--- config.mk ---
export PLATFORM = sky130hd
export DESIGN_NAME = wcp_div_pipe
export DESIGN_NICKNAME = d
export VERILOG_FILES = /design/src/sv/wcp_div_pipe.sv
export SDC_FILE = /design/constraint.sdc
export NUM_CORES = 2
export LEC_CHECK = 0
export BUFFER_PORTS_ARGS = -buffer_cell sky130_fd_sc_hd__buf_2
export CAP_MARGIN = 20
export CORE_MARGIN = 2
export CORE_UTILIZATION = 40
export DETAILED_ROUTE_END_ITERATION = 7
export PLACE_DENSITY = 0.58
export REMOVE_ABC_BUFFERS = 1
export SLEW_MARGIN = 20
export SYNTH_ARGS = -nofsm -noshare
export SYNTH_HDL_FRONTEND = slang
export SYNTH_SLANG_ARGS = --single-unit
--- constraint.sdc ---
create_clock -name clk_i -period 6.8 [get_ports clk_i]
set_input_delay 1.7 -clock clk_i [delete_from_list [all_inputs] [get_ports clk_i]]
set_output_delay 1.7 -clock clk_i [all_outputs]
set_load 0.03 [all_outputs]
--- src/sv/wcp_div_pipe.sv ---
`timescale 1ns / 1ps

module wcp_div_pipe #(
  parameter int unsigned NUM_W  = 24,
  parameter int unsigned DEN_W  = 24,
  parameter int unsigned Q_W    = 16,
  parameter int unsigned SIDE_W = 10
) (
  input  logic              clk_i,
  input  logic              rst_ni,
  input  logic              en_i,
  input  logic              valid_i,
  input  logic [NUM_W-1:0]  num_i,
  input  logic [DEN_W-1:0]  den_i,
  input  logic [SIDE_W-1:0] side_i,
  output logic              valid_o,
  output logic [Q_W-1:0]    quo_o,
  output logic [SIDE_W-1:0] side_o
);

  localparam int unsigned W = (NUM_W > DEN_W + Q_W) ? NUM_W : DEN_W + Q_W;

  logic [Q_W:0]        vld_q;
  logic [W-1:0]        rem_q  [Q_W+1];
  logic [DEN_W-1:0]    den_q  [Q_W+1];
  logic [Q_W-1:0]      quo_q  [Q_W+1];
  logic [SIDE_W-1:0]   side_q [Q_W+1];
  logic [Q_W:0]        sat_q;

  logic [W-1:0]        trial  [Q_W];
  logic [Q_W-1:0]      fit;
  logic                sat_d;

  // quotient would not fit in Q_W bits, or divide by zero
  assign sat_d = (den_i == '0) || (W'(num_i) >= (W'(den_i) << Q_W));

  always_comb begin
    for (int s = 0; s < Q_W; s++) begin
      trial[s] = W'(den_q[s]) << (Q_W - 1 - s);
      fit[s]   = rem_q[s] >= trial[s];
    end
  end

  always_ff @(posedge clk_i or negedge rst_ni) begin
    if (!rst_ni) begin
      vld_q <= '0;
    end else if (en_i) begin
      vld_q <= {vld_q[Q_W-1:0], valid_i};
    end
  end

  always_ff @(posedge clk_i) begin
    if (en_i) begin
      rem_q[0]  <= W'(num_i);
      den_q[0]  <= den_i;
      quo_q[0]  <= '0;
      side_q[0] <= side_i;
      sat_q[0]  <= sat_d;
      for (int s = 0; s < Q_W; s++) begin
        rem_q[s+1]  <= fit[s] ? rem_q[s] - trial[s] : rem_q[s];
        quo_q[s+1]  <= quo_q[s] | (fit[s] ? (Q_W'(1) << (Q_W - 1 - s)) : '0);
        den_q[s+1]  <= den_q[s];
        side_q[s+1] <= side_q[s];
        sat_q[s+1]  <= sat_q[s];
      end
    end
  end

  assign valid_o = vld_q[Q_W];
  assign quo_o   = sat_q[Q_W] ? '1 : quo_q[Q_W];
  assign side_o  = side_q[Q_W];

endmodule

; ---- Word level (Yosys, flattened, before mapping)
; Memories as Yosys holds them, arrays and structs flattened.
; Index checks and enable logic that the tools add are counted.
[word_totals]
mem_bits_rw = 1530
reg_bits = 34
output_inout_bits = 27
wordCells = 92
memories = 4
inputBits = 62
[classes]
muxes = 35
bitwise = 16
n_addsub = 16
n_reduce_logical = 2
magnitude_cmp = 17
[memory_table]
columns = name, words, width, rd, rd_ports_with_merged_regs, write_ports, line
row1 = rem_q, 17, 40, 16, 0, 17, 24  ; logic [W-1:0] rem_q [Q_W+1];
row2 = den_q, 17, 24, 16, 0, 17, 25  ; logic [DEN_W-1:0] den_q [Q_W+1];
row3 = quo_q, 17, 16, 17, 0, 17, 26  ; logic [Q_W-1:0] quo_q [Q_W+1];
row4 = side_q, 17, 10, 17, 0, 17, 27  ; logic [SIDE_W-1:0] side_q [Q_W+1];
[ops]
columns = cell, n
row1 = two-way mux 40 bit, 16
row2 = >= comparator 24 x 40 -> 1 bit, 1
row3 = >= comparator 40 x 24 -> 1 bit, 1
row4 = >= comparator 40 x 25 -> 1 bit, 1
row5 = >= comparator 40 x 26 -> 1 bit, 1
row6 = >= comparator 40 x 27 -> 1 bit, 1
row7 = >= comparator 40 x 28 -> 1 bit, 1
row8 = >= comparator 40 x 29 -> 1 bit, 1
row9 = >= comparator 40 x 30 -> 1 bit, 1
row10 = >= comparator 40 x 31 -> 1 bit, 1
row11 = >= comparator 40 x 32 -> 1 bit, 1
row12 = >= comparator 40 x 33 -> 1 bit, 1
row13 = >= comparator 40 x 34 -> 1 bit, 1
row14 = >= comparator 40 x 35 -> 1 bit, 1
row15 = >= comparator 40 x 36 -> 1 bit, 1
row16 = >= comparator 40 x 37 -> 1 bit, 1
row17 = >= comparator 40 x 38 -> 1 bit, 1
row18 = >= comparator 40 x 39 -> 1 bit, 1
row19 = subtractor 40 x 24 -> 40 bit, 1
row20 = subtractor 40 x 25 -> 40 bit, 1
row21 = subtractor 40 x 26 -> 40 bit, 1
row22 = subtractor 40 x 27 -> 40 bit, 1
row23 = subtractor 40 x 28 -> 40 bit, 1
row24 = subtractor 40 x 29 -> 40 bit, 1
row25 = 44 further kinds, 47

; ---- Longest topological paths before layout
; An unclocked memory read counts as a cell.
[depth]
depth_word = 4
depth_mapped = 14
depth_no_buf = 13

; ---- Worst setup path after synthesis
; Ideal clock, no wire load.
[synth_path]
path_type = register to register
startpoint = memory den_q[2][1], in the netlist den_q[0][49]
endpoint = memory rem_q[0][156] in the netlist's numbering, data pin
required_time_ns = 6.518
path_slack_ns = 3.208
arrival_time_ns = 3.311
setup_time_ns = 0.282
period_less_slack_ns = 3.592
stages_incl_launch_ff = 13
n_path_buf = 1
path_cell_list = edfxtp_1 -> inv_1 -> ha_1 -> nor2b_1 -> o31a_1 -> o31a_1 -> o21ai_0 -> a21oi_1 -> a2111oi_0 -> clkbuf_1 -> a21oi_1 -> a21oi_1 -> o311ai_0
[synth_lines]
columns = element, line
row1 = from (decl), 25
row2 = to (decl), 24

==> flow_summary.yaml <==
status:
  status: "completed"
clocking:
  cts_sinks: 1348
  postCtsHoldBufs: 0
  numCtsBuffers: 154
  post_cts_buffers: 0
  cts_root_buffer: "clkbuf_16"
  path_clk_slew_ns: 0.05
  cts_buffer_depth: 3
  clk_latency_ns: 0.78
  cts_tree: "built"
  htreeDepth: 4
  ctsResizeCount: 0
synth:
  synth.avg_cell_area_um2: 12.2
  synth_top_cell_area_share_pct: 59.9
  synth_commonest_cells: "edfxtp_1, inv_1, nand2_1"
  syn_area_mm2: 0.0667
  synth_cell_types: 84
  synth_area_leader_cell: "edfxtp_1"
  synth_seq_cells: 1348
  synth-edff-count: 1331
  yosysSeqAreaShare_pct: 60.5
  async_flop_share_pct: 1.26
  yosys_warnings: 0
  synthFlopType: "edfxtp_1"
  synth.most_common_cell: "edfxtp_1"
  synth.area.top_cells: "edfxtp_1, ha_1, o21ai_0, inv_1, a21oi_1"
  synthesis.instances: 5467
cells_and_area:
  instances_no_fill: 7944
  nNetsFinal: 6087
  design_area_mm2: 0.0750
  seqCellArea_mm2: 0.0404
  n_antenna_cell: 0
  layout-drive-gt1-share_pct: 8.29
  multi_input_area_mm2: 0.0241
  fillCellCount: 14900
  syn_to_final_growth_pct: 12.4
floorplanning:
  die_h_um: 412
  io_pins: 89
  initial_core_util_pct: 40.3
  core_area_mm2: 0.165
  fp.dieW_um: 412
  die-area_mm2: 0.170
  row_count: 149
routing:
  wl_per_cell_um: 16.5
  dr.first_iter.drc_count: 2082
  drt_pass1_iterations: 6
  drt_wl_total_mm: 131
  drc_errors: 0
  viasPerCell: 5.19
  antenna_left: 0
  route.vias.total: 41200
worst_setup_path:
  critPathKind: "reg -> reg"
  worstPathMaxFanout: 23
  critPathArrivalTime_ns: 5.11
  worst_ep_required_time_ns: 7.30
  endpoint_kind: "register"
  start_kind: "register"
power:
  pwr-share-comb_pct: 30.7
  peakVddDrop_v: 0.000291
  power_density_mw_per_mm2: 385
  p_leak_uw: 0.0286
  switching_share_pct: 32.1
  clkPwrFrac_pct: 27.7
  power.internal_uw: 19600
  pwr-share-seq_pct: 41.6
  power_switching_uw: 9270
global_routing:
  first_global_vias: 42300
  grt_max_degree: 149
  antenna_found_initial: 0
  grt_util_all_layers_pct: 15.4
  grt_pass1_wl_mm: 211
  grt_overflow: 0
sta:
  finalCritPeriodShare_pct: 67.8
  fmax_mhz: 217
  fin_ws_ns: 2.19
  max-slew-margin-rel_pct: 25.7
  drv_slew: 0
  rsz0062_at_grt: "no"
  worst-slew-pin-transition_ns: 1.10
  hold_viol: 0
  setup_violations: 0
  final.min_clock_period_ns: 4.61
  skew_ns: 0.0298
hold_path:
  hold_path.class: "reg -> reg"
place:
  gp_congestion: 0.897
  pre_cts_slack_ns: 2.18
  placed_cells: 7665
  hpwlAfterDp_mm: 96.9
  port_buffers: 88
  placed_area_mm2: 0.0700
run:
  maxCapViolCount: 0
## worst max-delay path, cell delays in order (launching register included)
cell	delay, ns
edfxtp_1	0.49
or4_1	0.77
nor4_1	0.92
nand4bb_1	0.29
nand3_1	0.20
nor2_1	0.05
and2_1	0.25
inv_1	0.28
buf_4	0.36
o2111ai_1	0.28
nor4_1	0.31
xor2_1	0.12
## area by class of cell
cell class	count	share of cell area (%)
clock buffers	191	5.41
clock inverters	87	1.22
inverters	488	2.44
multi-input cells	3509	32.2
flip-flops and latches	1348	53.9
well taps	2189	3.65
repair buffers	132	1.22
## placed cells by master (no fill, tap or decap), types with 88 or more instances in the layout
cell type | synthesis | layout
a21o_1 | 176 | 176
o21ai_0 | 405 | 405
ha_1 | 377 | 377
xor2_1 | 190 | 190
inv_1 | 484 | 484
nor2_1 | 245 | 243
nor3_1 | 92 | 92
a21oi_1 | 342 | 341
xnor2_1 | 193 | 193
edfxtp_1 | 1331 | 1331
nand2_1 | 440 | 440
nand3_1 | 88 | 88
clkbuf_16 | 0 | 156
## state kept, by name (all words and copies together) (netlist names)
| signal | flops |
|---|---|
| quo_q | 136 |
| vld_q | 17 |
| side_q | 170 |
| den_q | 384 |
| sat_q | 17 |
| rem_q | 624 |
## per-stage QoR
| step | TNS (ns) | hold slack [ns] | total power, uW | util (%) |
|---|---|---|---|---|
| final | 0 | 0.408 | 28800 | 45.3 |
| after floorplan | -35.30 | 0.400 | 18500 | - |
| after detailed placement | 0 | 0.405 | 20900 | 42.3 |
| after global placement | 0 | 0.400 | 20800 | 42.3 |
| after global routing | 0 | 0.414 | 30700 | 45.3 |
| after CTS | 0 | 0.403 | 29100 | 45.3 |
## kinds of logic (layout without fill, tap and decap cells)
family	Yosys count	count (layout)	share of synthesized area, %
AO/OA/AOI/OAI	1329	1329	12.4
XOR/XNOR	383	383	5.03
adder cells (fa/ha/maj)	392	392	7.52
buffers and inverters	610	898	3.48
flip-flops	1348	1348	60.5
multiplexers	65	65	1.08
AND/OR/NAND/NOR	1340	1340	9.98
## worst paths after layout
path,slack [ns],start,cells after the start,to
worst max-delay path,2.19,rem_q[0][468],11,rem_q[0][517]
worst min-delay path,0.41,side_q[0][37],0,side_q[0][47]
worst max register to register,2.19,rem_q[0][468],11,rem_q[0][517]
min in group asynchronous,0.83,rst_ni,1,vld_q[4]
max in group asynchronous,5.69,rst_ni,1,vld_q[16]
worst min register to register,0.41,side_q[0][37],0,side_q[0][47]
## routing by layer
metal	track usage [%]	wire (um)
met3	2.62	4100
met2	29.5	70000
met1	15.5	49300
met4	9.27	7560
met5	0	0
## power by group through the flow
stage	registers (uW)	clock network (uW)	logic [uW]
6_report	12000	8000	8840
5_1_grt	12200	8610	9900
4_1_cts	12000	8290	8810
3_5_place_dp	12200	0	8780
3_3_place_gp	12200	0	8620
2_1_floorplan	11900	0	6660
Power figures use the tool's default switching activity.
