`src/sv/wcp_pkg.sv`:
```
`timescale 1ns / 1ps

package wcp_pkg;

  localparam int unsigned SCREEN_ROWS = 480;
  localparam int unsigned FRAC_BITS   = 16;
  localparam int unsigned HALF_ROWS   = SCREEN_ROWS / 2;
  localparam int unsigned FRAC2_W     = 2 * FRAC_BITS;

  localparam int unsigned DIST_W     = 24;
  localparam int unsigned DIR_W      = 18;
  localparam int unsigned SCALE_W    = 24;
  localparam int unsigned TEX_W      = 11;
  localparam int unsigned POS_W      = 24;
  localparam int unsigned HEIGHT_W   = 16;
  localparam int unsigned ROW_W      = 10;
  localparam int unsigned COL_W      = 10;
  localparam int unsigned STEP_W     = 26;
  localparam int unsigned SKIP_W     = 15;
  localparam int unsigned CFG_IDX_W  = 3;
  localparam int unsigned CFG_DATA_W = 24;

  localparam logic [STEP_W-1:0] STEP_MAX = '1;

  typedef enum logic [CFG_IDX_W-1:0] {
    CFG_HEIGHT_SCALE = 3'd0,
    CFG_TEX_WIDTH    = 3'd1,
    CFG_TEX_HEIGHT   = 3'd2,
    CFG_VIEWER_X     = 3'd3,
    CFG_VIEWER_Y     = 3'd4
  } cfg_reg_e;

endpackage

```
`src/sv/wcp_tex_col.sv`:
```
`timescale 1ns / 1ps

module wcp_tex_col (
  input  logic                                  clk_i,
  input  logic                                  rst_ni,
  input  logic                                  en_i,
  input  logic                                  valid_i,
  input  logic        [wcp_pkg::DIST_W-1:0]     dist_i,
  input  logic                                  face_i,
  input  logic signed [wcp_pkg::DIR_W-1:0]      dir_x_i,
  input  logic signed [wcp_pkg::DIR_W-1:0]      dir_y_i,
  input  logic        [wcp_pkg::POS_W-1:0]      viewer_x_i,
  input  logic        [wcp_pkg::POS_W-1:0]      viewer_y_i,
  input  logic        [wcp_pkg::TEX_W-1:0]      tex_width_i,
  output logic                                  valid_o,
  output logic        [wcp_pkg::DIST_W-1:0]     dist_o,
  output logic        [wcp_pkg::COL_W-1:0]      col_o
);

  localparam int unsigned PROD_W = wcp_pkg::DIST_W + wcp_pkg::DIR_W + 1;
  localparam int unsigned MUL_W  = wcp_pkg::FRAC2_W + wcp_pkg::TEX_W;

  logic [3:0] vld_q;

  logic signed [wcp_pkg::DIR_W-1:0]     dir_sel;
  logic signed [PROD_W-1:0]             prod_d, prod1_q;
  logic [wcp_pkg::FRAC_BITS-1:0]        pos_d, pos1_q;
  logic                                 flip_d, flip1_q, flip2_q, flip3_q;
  logic [wcp_pkg::DIST_W-1:0]           dist1_q, dist2_q, dist3_q, dist4_q;
  logic [wcp_pkg::FRAC2_W-1:0]          frac_d, frac2_q;
  logic [MUL_W-1:0]                     scaled_d;
  logic [wcp_pkg::TEX_W-1:0]            colw3_q, mirror_d;
  logic [wcp_pkg::COL_W-1:0]            col_d, col4_q;

  always_comb begin
    dir_sel  = face_i ? dir_x_i : dir_y_i;
    prod_d   = $signed({1'b0, dist_i}) * dir_sel;
    pos_d    = face_i ? viewer_x_i[wcp_pkg::FRAC_BITS-1:0]
                      : viewer_y_i[wcp_pkg::FRAC_BITS-1:0];
    // mirror on west and south faces
    flip_d   = (!face_i && dir_x_i[wcp_pkg::DIR_W-1]) ||
               (face_i && !dir_y_i[wcp_pkg::DIR_W-1] && (dir_y_i != '0));
    frac_d   = {pos1_q, wcp_pkg::FRAC_BITS'(0)} + prod1_q[wcp_pkg::FRAC2_W-1:0];
    scaled_d = MUL_W'(frac2_q) * MUL_W'(tex_width_i);
    mirror_d = tex_width_i - colw3_q - wcp_pkg::TEX_W'(1);
    col_d    = flip3_q ? mirror_d[wcp_pkg::COL_W-1:0] : colw3_q[wcp_pkg::COL_W-1:0];
  end

  always_ff @(posedge clk_i or negedge rst_ni) begin
    if (!rst_ni) begin
      vld_q <= '0;
    end else if (en_i) begin
      vld_q <= {vld_q[2:0], valid_i};
    end
  end

  always_ff @(posedge clk_i) begin
    if (en_i) begin
      prod1_q <= prod_d;
      pos1_q  <= pos_d;
      flip1_q <= flip_d;
      dist1_q <= dist_i;
      frac2_q <= frac_d;
      flip2_q <= flip1_q;
      dist2_q <= dist1_q;
      colw3_q <= scaled_d[MUL_W-1 -: wcp_pkg::TEX_W];
      flip3_q <= flip2_q;
      dist3_q <= dist2_q;
      col4_q  <= col_d;
      dist4_q <= dist3_q;
    end
  end

  assign valid_o = vld_q[3];
  assign dist_o  = dist4_q;
  assign col_o   = col4_q;

endmodule

```
`config.mk`:
```
export PLATFORM = sky130hd
export DESIGN_NAME = wcp_tex_col
export DESIGN_NICKNAME = d
export VERILOG_FILES = /design/src/sv/wcp_pkg.sv /design/src/sv/wcp_tex_col.sv
export SDC_FILE = /design/constraint.sdc
export NUM_CORES = 2
export LEC_CHECK = 0
export BUFFER_PORTS_ARGS = -buffer_cell sky130_fd_sc_hd__buf_2
export CORE_MARGIN = 1.5
export CORE_UTILIZATION = 30
export DETAILED_ROUTE_END_ITERATION = 16
export GPL_TIMING_DRIVEN = 0
export PLACE_DENSITY = 0.48
export SLEW_MARGIN = 10
export SYNTH_ARGS = -nofsm -noshare
export SYNTH_HDL_FRONTEND = slang
export SYNTH_SLANG_ARGS = --single-unit
```
`constraint.sdc`:
```
create_clock -name clk_i -period 11.9 [get_ports clk_i]
set_input_delay 0.595 -clock clk_i [delete_from_list [all_inputs] [get_ports clk_i]]
set_output_delay 0.595 -clock clk_i [all_outputs]
set_load 0.01 [all_outputs]
```
-- Word level (Yosys, flattened, before mapping)
Cells that the tools add are included.
W data, S select, Z words.
- flip-flop bits (word level): 203
- input port bits: 124
- output and inout port bits: 35
- add/subtract/negate cells: 3
- $mul: 2
- mux-type cells: 3
- reduce and logical (&&, ||, !) cells: 7
- operators by type and width (kind ; count):
    $mul A32 B11 Y42 ; 1
    $add A32 B32 Y32 ; 1
    $mul A25 B18 Y32 ; 1
    $mux W18 ; 1
    $reduce_bool A18 Y1 ; 1
    $mux W16 ; 1
    $mux W10 ; 1
    $sub A10 B1 Y10 const B ; 1
    $sub A10 B10 Y10 ; 1
    $logic_and A1 B1 Y1 ; 3
    $logic_not A1 Y1 ; 2
    $logic_or A1 B1 Y1 ; 1

-- Longest topological paths before layout
- word-level depth: 4
- gate-level depth with buffers: 28

-- Worst setup path before layout
OpenSTA, ideal clock, no wires.
- path type: input port to flip-flop
- from: in face_i
- to: reg prod1_q[30] (data pin)
- setup time: 0.260 ns
- arrival time: 6.943 ns
- setup slack: 4.697 ns
- stages: 23
- cell sequence: buf_2 > buf_2 > buf_1 > mux2_2 > clkbuf_1 > and2_1 > fa_1 > inv_1 > fa_1 > fa_1 > inv_1 > fa_1 > fa_1 > inv_1 > fa_1 > inv_1 > ha_1 > a2111oi_0 > a41oi_2 > a221oi_2 > o21ai_2 > a221oi_2 > xnor2_1
- longest elaborated chain between the ends: 2
- ends and longest elaborated chain (item ; line ; text):
    start, declared ; wcp_tex_col.sv:9 ; input logic face_i,
    $mux W18 ; wcp_tex_col.sv:36 ; dir_sel = face_i ? dir_x_i : dir_y_i;
    $mul A25 B18 Y32 ; wcp_tex_col.sv:37 ; prod_d = $signed({1'b0, dist_i}) * dir_sel;
    via prod_d[30] ; wcp_tex_col.sv:26 ; logic signed [PROD_W-1:0] prod_d, prod1_q;
    end signal, assigned ; wcp_tex_col.sv:59 ; prod1_q <= prod_d;
    end, declared ; wcp_tex_col.sv:26 ;
The timed path passes the listed nets, and every way through them passes these cells.
A chain may end at the register's enable or synchronous reset.

-- Worst setup path in the final report
Ends and elaborated chain as after synthesis.

==> results.ini <==
[outcome]
outcome = completed

[worst_setup_path]
end_kind = flop
critical_path_class = input pin to flop
cp.arrival_ns = 8.28
required_ns = 12.24
critPathLaunchType = input pin
reg2reg_to = colw3_q[8]
crit-reg2reg-launch = frac2_q[2]
r2r_slack_ns = 5.55
startpoint = face_i
reg2regPathDepth = 20
cp_max_fo = 10
critPathCapture = prod1_q[30]

[yosys]
synth_common_cells = inv_1, fa_1, nand2_1
yosys_warnings = 0
ys_ff_latch = 203
synth_top_cell_by_area = fa_1
synthCells = 2883
synth-edff-count = 199
synth_top_area_share_pct = 39.47
synth_area_mm2 = 0.02936
syn_nets = 3782
yosysMostFrequentCell = inv_1
synth_cell_type_count = 58
ys_seq_area_share_pct = 20.69
synth_ff_type = edfxtp_1
synth-async-reset-ratio_pct = 1.970
syn_avg_cell_area_um2 = 10.19
synth.top_cells.by_area = fa_1, edfxtp_1, ha_1, inv_1, and2_1

[clock_network]
insertion_delay_ns = 0.58
path_clk_slew_ns = 0.05
cts_tree = done
cts.sinks = 203
cts_buffer_depth = 3
cts_max_level = 1
cts_buffers = 26
clockRootBuffer = clkbuf_16
cts_setup_buffers = 0

[route]
wl_um = 77160
ant_nets = 0
dr_total_vias = 19400
via_per_inst = 4.458
drt_iter0_markers = 1011
drt_pass1_iterations = 9
drc = 0
wl_per_cell_um = 17.73

[timing]
fmaxAchievable_ghz = 0.1259
rsz0062_at_grt = no
finalClockSkew_ns = 0.01641
relSlewSlack_pct = 37.36
layout_min_cycle_time_ns = 7.942
slew_viol_final = 0
setup_violations = 0
finalSetupTns_ns = 0
finalHoldViolCount = 0
min_period_over_period_pct = 66.74
worstMarginPinSlew_ns = 0.9134

[grt]
grt_overflow = 0
grt_pass1_vias = 20930
grt_usage_pct = 16.23
antenna_found_initial = 3
grt_pass1_wl_um = 122500
grt_max_degree = 105

[place]
place.detailed.hpwl_um = 62580
gp_congestion = 0.8325
portBuffers = 141

[die]
start_util_pct = 30.32
die_h_um = 315.9
core_mm2 = 0.09685
core.rowCount = 114
die_width_um = 315.9
io_pins = 159
die-area_mm2 = 0.09977

[finish]
final_nets = 3954
num-fill-cells = 10020
area_delta_synth_final_pct = 11.12
drive_above_1_share_pct = 7.837

[worst_hold_path]
hold_path_depth = 1
min_path_type = input pin to flop

[flow_run]
maxCapViolations = 0

==> routing by layer <==
layer	vias up	global-route usage [%]	wire [um]
li1	9013	-	-
met5	-	0	0
met4	0	4.448	2080
met1	9949	21.53	33950
met2	360	27.95	37760
met3	80	1.882	3371
==> critical path: stages <==
cell and delay [ns]:
buf_2 0.18, buf_2 0.27, buf_1 0.69, mux2_2 0.39, clkbuf_1 0.63, nand2_1 0.18, fa_1 0.53, fa_1 0.45
fa_1 0.55, inv_1 0.05, fa_1 0.50, fa_1 0.49, inv_1 0.05, fa_1 0.47, inv_1 0.04, ha_1 0.30
a2111oi_0 0.55, a41oi_2 0.29, a221oi_2 0.43, o21ai_2 0.15, a221oi_2 0.25, xnor2_1 0.23
==> flip-flops by register name, indices dropped and copies added, names as in the netlist <==
name and count:
prod1_q 32, dist3_q 24, frac2_q 32, flip1_q 1, flip2_q 1, dist2_q 24, col_o 10, flip3_q 1
dist_o 24, vld_q 4, dist1_q 24, colw3_q 10, pos1_q 16
==> layout by cell type, fill, tap and decap left out, types with 4 or more instances in the layout <==
cell type,n
a211oi_1,5
a21o_1,29
a21oi_1,43
a31oi_1,4
and2_1,297
and3_1,5
buf_1,4
buf_2,144
bufinv_16,4
clkbuf_1,123
clkbuf_16,26
clkinv_1,4
dfrtp_1,4
edfxtp_1,199
fa_1,579
ha_1,196
inv_1,633
mux2_2,38
nand2_1,458
nand2b_1,4
nand3_1,12
nand4_1,8
nor2_1,47
nor2b_1,10
nor3_1,8
nor4_1,4
o211ai_1,4
o21a_1,6
o21ai_0,26
o21bai_1,7
or2_2,5
xnor2_1,64
xor2_1,18
==> final cells by class <==
type                    instances  area (um^2)  share of cell area, %
diodes                          1        2.502               0.007669
plain buffers                 127        481.7                  1.476
clock buffers                  30        665.6                  2.040
clock inverters                18        219.0                 0.6711
inverters                     633         2376                  7.282
multi-input cells            1920        20430                  62.62
flip-flops and latches        203         6076                  18.62
well taps                    1276         1597                  4.893
repair buffers                144        780.7                  2.393
==> kinds of logic after synthesis <==
| kind of cell | Yosys count | share of synthesized area (%) |
|---|---|---|
| AO/OA/AOI/OAI | 159 | 3.716 |
| XOR/XNOR | 82 | 2.446 |
| adder cells (fa/ha/maj) | 775 | 47.82 |
| buffers and inverters | 760 | 9.732 |
| flip-flops | 203 | 20.69 |
| multiplexers | 40 | 1.525 |
| AND/OR/NAND/NOR | 864 | 14.07 |
==> repair_timing <==
| action | 4_1_cts | 5_1_grt |
|---|---|---|
| hold buffers | 1 | 0 |
| gates resized for setup | 0 | 0 |
| hold endpoints to repair | 4 | 0 |
| endpoints found under the setup margin | 0 | 0 |
==> worst min-delay path by stage <==
| stage | start | to |
|---|---|---|
| 2_1_floorplan | rst_ni | vld_q[0] |
| 3_3_place_gp | rst_ni | vld_q[0] |
| 3_5_place_dp | dist1_q[2] | dist2_q[2] |
| 4_1_cts | dist_i[22] | dist1_q[22] |
| 5_1_grt | dist_i[22] | dist1_q[22] |
| 6_report | dist_i[22] | dist1_q[22] |
==> through the flow <==
| step | util, % | setup WS, ns | hold slack, ns | instances | area, um^2 |
|---|---|---|---|---|---|
| 6_report | 33.69 | 3.958 | 0.2140 | 4352 | 32630 |
| 4_1_cts | 33.69 | 3.819 | 0.1702 | 4351 | 32630 |
| 2_1_floorplan | - | 4.697 | 0.2994 | 2883 | 29360 |
| 5_1_grt | 33.69 | 3.393 | 0.1850 | 4351 | 32630 |
| 3_5_place_dp | 32.76 | 3.210 | 0.4045 | 4302 | 31730 |
| 3_3_place_gp | 32.70 | 3.203 | 0.4000 | 4300 | 31670 |
Power is left out: the tool's default activity adds up to more than one toggle a clock period on the data nets, which glitch-free logic cannot reach.
